--- src/sv/rms_pkg.sv ---
// Package for the residue mask sieve: widths, function codes and command/status types.
// No dependencies; imported by every module in sv/.
package rms_pkg;
  localparam int MAX_TABLES = 16;
  localparam int MAX_PRIME  = 32;
  localparam int CURVES     = 16;
  localparam int VALUE_BITS = 32;
  localparam int SLOT_W     = 4;
  localparam int RES_W      = 5;
  localparam int PRIME_W    = 6;
  localparam int ADDR_W     = SLOT_W + 2 * RES_W;
  localparam int MAG_W      = 32;
  localparam int CNT_W      = 48;

  localparam logic [1:0] FUNC_PRIME = 2'd0;
  localparam logic [1:0] FUNC_MASK  = 2'd1;
  localparam logic [1:0] FUNC_TEST  = 2'd2;

  localparam logic [0:0] REG_CURVES = 1'b0;
  localparam logic [0:0] REG_TABLES = 1'b1;

  // controller -> datapath commands
  typedef struct packed {
    logic load_item;   // capture test pair, start gcd
    logic gcd_step;    // one subtract/shift step of binary gcd
    logic mod_start;   // start residues for table in tbl_idx
    logic mod_step;    // one restoring-division bit step
    logic mask_rd;     // issue mask read
    logic mask_and;    // fold read data into running mask
    logic finish;      // form result and bump counters
  } rms_cmd_t;

  // datapath -> controller status
  typedef struct packed {
    logic gcd_done;
    logic prim;
    logic mod_last;
  } rms_sts_t;
endpackage

--- src/sv/rms_ctrl.sv ---
// Controller FSM for the residue mask sieve.
// Depends on rms_pkg; drives commands into rms_datapath.
module rms_ctrl
  import rms_pkg::*;
(
  input  logic             clk,
  input  logic             rst,
  input  logic             go,
  input  logic [4:0]       n_tables,
  input  rms_sts_t         sts,
  output rms_cmd_t         cmd,
  output logic [SLOT_W-1:0] tbl_idx,
  output logic             busy
);
  typedef enum logic [2:0] {S_IDLE, S_GCD, S_MSTART, S_MOD, S_RD, S_AND, S_FIN} state_t;
  state_t state;
  logic [4:0] left;

  always_comb begin
    cmd = '0;
    cmd.load_item = go;
    unique case (state)
      S_IDLE:   ;
      S_GCD:    cmd.gcd_step = 1'b1;
      S_MSTART: cmd.mod_start = 1'b1;
      S_MOD:    cmd.mod_step = 1'b1;
      S_RD:     cmd.mask_rd = 1'b1;
      S_AND:    cmd.mask_and = 1'b1;
      S_FIN:    cmd.finish = 1'b1;
      default:  ;
    endcase
  end

  always_ff @(posedge clk) begin
    if (rst) begin
      state <= S_IDLE;
      busy <= 1'b0;
      left <= '0;
      tbl_idx <= '0;
    end else begin
      unique case (state)
        S_IDLE: if (go) begin
          state <= S_GCD;
          busy <= 1'b1;
          tbl_idx <= '0;
          left <= (n_tables > 5'(MAX_TABLES)) ? 5'(MAX_TABLES) : n_tables;
        end
        S_GCD: if (sts.gcd_done) begin
          if (!sts.prim || left == '0) state <= S_FIN;
          else state <= S_MSTART;
        end
        S_MSTART: state <= S_MOD;
        S_MOD: if (sts.mod_last) state <= S_RD;
        S_RD: state <= S_AND;
        S_AND: begin
          left <= left - 5'd1;
          tbl_idx <= tbl_idx + 1'b1;
          state <= (left == 5'd1) ? S_FIN : S_MSTART;
        end
        S_FIN: begin
          state <= S_IDLE;
          busy <= 1'b0;
        end
        default: state <= S_IDLE;
      endcase
    end
  end

  assert property (@(posedge clk) disable iff (rst) (state == S_FIN) |=> !busy)
    else $error("busy not released after finish");
  assert property (@(posedge clk) disable iff (rst) (state == S_IDLE) |-> !busy)
    else $error("busy high while idle");
  assert property (@(posedge clk) disable iff (rst) (state == S_RD) |=> (state == S_AND))
    else $error("mask read not followed by fold");
endmodule

--- config.mk ---
export PLATFORM = sky130hd
export DESIGN_NAME = rms_ctrl
export DESIGN_NICKNAME = d
export VERILOG_FILES = /design/src/sv/rms_pkg.sv /design/src/sv/rms_ctrl.sv
export SDC_FILE = /design/constraint.sdc
export NUM_CORES = 1
export LEC_CHECK = 0
export BUFFER_PORTS_ARGS = -buffer_cell sky130_fd_sc_hd__buf_2
export CORE_MARGIN = 2
export CORE_UTILIZATION = 50
export DETAILED_ROUTE_END_ITERATION = 8
export PLACE_DENSITY = 0.8
export SLEW_MARGIN = 40
export SYNTH_ARGS = -nofsm -noshare
export SYNTH_HDL_FRONTEND = slang
export SYNTH_SLANG_ARGS = --single-unit
--- constraint.sdc ---
create_clock -name clk -period 2.3 [get_ports clk]
set_input_delay 0.345 -clock clk [delete_from_list [all_inputs] [get_ports clk]]
set_output_delay 0.345 -clock clk [all_outputs]
set_load 0.005 [all_outputs]
### After elaboration in Yosys (flattened, before gate mapping)

Index checks and enable logic that the tools add are counted.

| word-level totals | value |
|---|---|
| word-level logic and storage cells | 45 |
| memory bits (read-only) | 0 |
| register bits after elaboration | 13 |
| RAM bits | 0 |
| bits of input ports | 11 |
| memories kept | 0 |
| output and inout port bits | 12 |
| bits in latches | 0 |

| cells by class | value |
|---|---|
| magnitude comparators | 1 |
| multiply operators | 0 |
| add/subtract/negate cells | 2 |
| reduce and logical (&&, ||, !) cells | 9 |
| div/mod/pow operators | 0 |
| bitwise logic cells | 0 |
| muxes and demuxes | 19 |
| shift-type cells | 0 |
| equal/unequal tests | 10 |

Operator list:

| operator | number |
|---|---|
| case mux 3 bit (6 select lines) | 1 |
| 2-to-1 mux 3 bit | 5 |
| 2-to-1 mux 5 bit | 2 |
| case mux 5 bit (2 select lines) | 1 |
| == test 3 bit (second input constant) | 3 |
| case mux 4 bit (2 select lines) | 1 |
| 2-to-1 mux 1 bit | 7 |
| == test 3 x 2 -> 1 bit (second input constant) | 2 |
| != test 2 bit (second input constant) | 3 |
| == test 5 x 1 -> 1 bit (second input constant) | 1 |
| > comparator 5 bit (second input constant) | 1 |
| zero test 5 bit | 1 |
| subtractor 5 x 1 -> 5 bit (second input constant) | 1 |
| adder 4 x 1 -> 4 bit (second input constant) | 1 |
| 2-to-1 mux 4 bit | 1 |
| AND reduction 2 bit | 2 |
| nonzero test 2 bit | 2 |
| == test 3 x 1 -> 1 bit (second input constant) | 1 |
| zero test 3 bit | 1 |
| AND reduction 3 bit | 1 |
| case mux 1 bit (2 select lines) | 1 |
| zero test 1 bit | 1 |
| logical OR 1 bit | 1 |

### Longest topological paths before layout

| depth | value |
|---|---|
| depth in word-level cells | 5 |
| depth in mapped cells | 5 |
| gate-level depth less buffers | 5 |

### Worst setup path before layout

No wires, ideal clock.

| timing path | value |
|---|---|
| path kind | register -> register |
| start | register state[0] |
| end | register left[2] |
| data required time | 2233 ps |
| stages on the path, launching flop included | 6 |
| library setup time | 67 ps |
| period minus slack after synthesis | 1545 ps |
| arrival | 1477 ps |
| setup slack | 755 ps |
| path through | dfxtp_1 buf_6 or4b_4 buf_6 o32a_1 a21oi_2 |

| between the ends | value |
|---|---|
| cells in the longest elaborated chain, start to end | 3 |
| elaborated cells between the ends (all ways) | 6 |

RTL lines:

| what | RTL line | RTL |
|---|---|---|
| start: declaration | rms_ctrl.sv:16 | `state_t state;` |
| start signal: assignment | rms_ctrl.sv:58 | `state <= (left == 5'd1) ? S_FIN : S_MSTART;` |
| == test 3 bit or zero test 3 bit (tied branches) | rms_ctrl.sv:41 | `unique case (state)` |
| nonzero test 2 bit (no line) or != test 2 bit (tied branches) | - |  |
| AND reduction 2 bit (no line) | - |  |
| end signal: assignment | rms_ctrl.sv:46 | `left <= (n_tables > 5'(MAX_TABLES)) ? 5'(MAX_TABLES) : n_tables;` |
| end signal: assignment | rms_ctrl.sv:56 | `left <= left - 5'd1;` |
| end: declaration | rms_ctrl.sv:17 | `logic [4:0] left;` |

Several ways; a longest one is shown, not always the timed one.
A chain may end at the register's enable or synchronous reset.

==> impl_metrics.json <==
{
  "run_status": "complete, no violations",
  "die-height_um": 43.74,
  "dr.pass1.iters": 4,
  "clock-sinks": 13,
  "setup_repair_after_global_routing_missed_its_margin": "no",
  "synth.net_count": 108,
  "synth-seq-cells": 13,
  "htreeDepth": 1,
  "synthesis.yosys.warnings": 0,
  "power_density_mw_per_mm2": 658.7,
  "area_of_the_die_mm2": 0.001913,
  "hold_violations": 0,
  "report.power.total_uw": 593.4,
  "timing.setup.critical_path_class": "reg2out",
  "register_area_um2": 260.3,
  "leakage_uw": 0.0003855,
  "track_usage_pct": 18.10,
  "flow.area_growth_from_synthesis_pct": 14.10,
  "worst_ir_drop_vdd_mv": 0.3993,
  "buffer_ports.inserted": 22,
  "grt_pass1_wl_mm": 2.580,
  "stdcell_area_um2": 900.9,
  "drive_above_1_share_pct": 27.43,
  "slew_headroom_pct": 64.31,
  "placement.cell_area_um2": 874.6,
  "floorplan.core_area_mm2": 0.001489,
  "routed_wl_mm": 1.643,
  "insertion_delay_ns": 0.27,
  "maxCapViolations": 0,
  "drt.antenna.violating_nets": 0,
  "timing.hold.worst.class": "in2reg",
  "cts_repair_resized_insts": 0,
  "tightest_slew_ns": 0.5346,
  "clk_path_buf_depth": 2,
  "first_global_vias": 630,
  "multi_input_area_um2": 465.4,
  "synth.avg_cell_area_um2": 8.399,
  "ys_top_cells_by_area": "sky130_fd_sc_hd__dfxtp_1 33%, sky130_fd_sc_hd__ha_1 4.8%, sky130_fd_sc_hd__nand2b_1 4.8%",
  "routability_congestion_estimate": 0.7988,
  "chipWidth_um": 43.74,
  "root_buffer": "sky130_fd_sc_hd__clkbuf_4",
  "worst_ep_required_time_ns": 1.96,
  "synth_top_cell_by_area": "sky130_fd_sc_hd__dfxtp_1",
  "wire_per_inst_um": 12.74,
  "post_drt_via_cell_ratio": 5.853,
  "final_nets": 128,
  "final.period_utilization_pct": 88.05,
  "initialDrtViolationCount": 14,
  "final-setup-viol-count": 0,
  "grt_max_degree": 18,
  "layout.filler_cells": 137,
  "worst_clock_skew_on_the_final_layout_ns": 0.003510,
  "finalNonFillerCells": 129,
  "tritoncts.num_buffers": 3,
  "max_freq_mhz": 493.8,
  "end_kind": "output port",
  "initial_utilization_pct": 53.03,
  "dp_hpwl_mm": 1.199,
  "cts-hold-fix-buffers": 0,
  "timing.critical_path.from_type": "flop",
  "io_pins": 23,
  "num_antenna_cells": 0,
  "post_cts.repair.setup_buffers": 0,
  "row_count": 14,
  "netlist_area_um2": 789.5,
  "yosys.area.top_type_share_pct": 32.96,
  "clkTransAtPathRegs_ns": 0.08,
  "syn-instance-count": 94,
  "arrival_ns": 1.68,
  "place_inst": 125,
  "fin_tns_setup_ns": 0,
  "yosysSeqAreaShare_pct": 32.96,
  "route.detailed.drc": 0,
  "detailroute.via_count": 755,
  "synth.distinct_cells": 35,
  "layout_min_cycle_time_ns": 2.025,
  "timing.critical_path.fanout_max": 17,
  "initial_antenna_violation_count": 0,
  "globalRouteOverflowTotal": 0,
  "maxSlewViolCount": 0,
  "cts_tree": "built"
}
-- worst max-delay path, stage by stage, from the launching register on --
cell                       delay, ns
sky130_fd_sc_hd__dfxtp_1        0.66
sky130_fd_sc_hd__nand3b_1       0.33
sky130_fd_sc_hd__inv_1          0.26
sky130_fd_sc_hd__buf_2          0.16
-- report_power, final --
group | total (µW) | switching [µW] | internal (µW) | leakage, µW
logic | 162 | 79.7 | 82.0 | 0.000264
registers | 294 | 46.1 | 248 | 0.000106
clock network | 138 | 70.9 | 67.1 | 0.0000150
-- final cells by class --
| type | count | share of cell area (%) |
|---|---|---|
| Multi-Input combinational cell | 69 | 51.67 |
| Tap cell | 16 | 2.222 |
| Timing Repair Buffer | 22 | 12.22 |
| Inverter | 5 | 2.083 |
| Sequential cell | 13 | 28.89 |
| Clock buffer | 4 | 2.917 |
-- worst paths after layout --
check	cells past startpoint	slack, ns	start	to
max	3	0.27	state[0]	cmd[1]
min reg2reg	2	0.49	busy	busy
min	3	0.37	n_tables[3]	left[3]
max reg2reg	4	0.43	state[0]	left[4]
-- layer usage --
layer  GRT usage (%)  up-vias  wire length [µm]
met5               0        -                 0
met2           27.35       14               731
met1           24.35      351               832
met3           3.750        4                60
met4           9.091        0                19
li1                -      386                 -
-- sequential cells by signal, indices dropped and copies added (netlist names) --
signal / count
state: 3
busy: 1
tbl_idx: 4
left: 5
-- layout by cell type, fill, tap and decap left out --
cell type and n:
sky130_fd_sc_hd__nor2_1 9, sky130_fd_sc_hd__xor2_1 1, sky130_fd_sc_hd__nand3b_1 3, sky130_fd_sc_hd__and2_1 1, sky130_fd_sc_hd__clkbuf_1 1, sky130_fd_sc_hd__nand4_1 1, sky130_fd_sc_hd__nand2b_1 6, sky130_fd_sc_hd__a31oi_1 4
sky130_fd_sc_hd__a2111oi_0 1, sky130_fd_sc_hd__nand2_1 4, sky130_fd_sc_hd__o311ai_0 1, sky130_fd_sc_hd__nor3_1 2, sky130_fd_sc_hd__o211ai_1 2, sky130_fd_sc_hd__ha_1 3, sky130_fd_sc_hd__nand4b_1 2, sky130_fd_sc_hd__nor2b_1 1
sky130_fd_sc_hd__or3_1 2, sky130_fd_sc_hd__o21ai_0 2, sky130_fd_sc_hd__a211oi_1 2, sky130_fd_sc_hd__a311oi_1 1, sky130_fd_sc_hd__or4b_2 2, sky130_fd_sc_hd__clkbuf_4 3, sky130_fd_sc_hd__inv_1 5, sky130_fd_sc_hd__or4b_4 1
sky130_fd_sc_hd__nand3_1 4, sky130_fd_sc_hd__o32a_1 1, sky130_fd_sc_hd__a21oi_2 1, sky130_fd_sc_hd__dfxtp_1 13, sky130_fd_sc_hd__a221oi_1 1, sky130_fd_sc_hd__nor4b_2 1, sky130_fd_sc_hd__a21o_1 2, sky130_fd_sc_hd__nor3b_1 1
sky130_fd_sc_hd__o221a_2 1, sky130_fd_sc_hd__a21oi_1 6, sky130_fd_sc_hd__buf_2 22
-- cells by family (layout without fill, tap and decap cells) --
| group | after synthesis | in the layout | share of synthesized area [%] |
|---|---|---|---|
| compound gates | 25 | 25 | 22.19 |
| xor+xnor | 1 | 1 | 1.110 |
| fa+ha+maj | 3 | 3 | 4.755 |
| buf+inv | 12 | 31 | 8.082 |
| flops | 13 | 13 | 32.96 |
| simple gates | 40 | 40 | 30.90 |
-- synth_stat cells, drive strengths merged --
cell type	instances
nor3	2
ha	3
or4b	3
o21ai	2
o221a	1
o32a	1
nand4	1
nand3b	3
o211ai	2
a21oi	7
nand4b	2
nor2	9
inv	5
a211oi	2
nor2b	1
nor4b	1
a31oi	4
clkbuf	4
xor2	1
nor3b	1
a311oi	1
nand3	4
or3	2
nand2	4
a2111oi	1
buf	3
a221oi	1
a21o	2
and2	1
dfxtp	13
nand2b	6
o311ai	1
-- per-stage QoR --
| stage | setup WS (ns) | hold WS (ns) | util (%) |
|---|---|---|---|
| floorplan | 0.7553 | 0.4543 | - |
| finish | 0.2747 | 0.3654 | 60.50 |
| detailed placement | 0.4867 | 0.4672 | 58.74 |
| CTS | 0.3052 | 0.3559 | 60.50 |
| global route | 0.1395 | 0.3756 | 60.50 |
| global placement | 0.6186 | 0.4774 | 58.74 |
(Power assumes the default switching activity.)
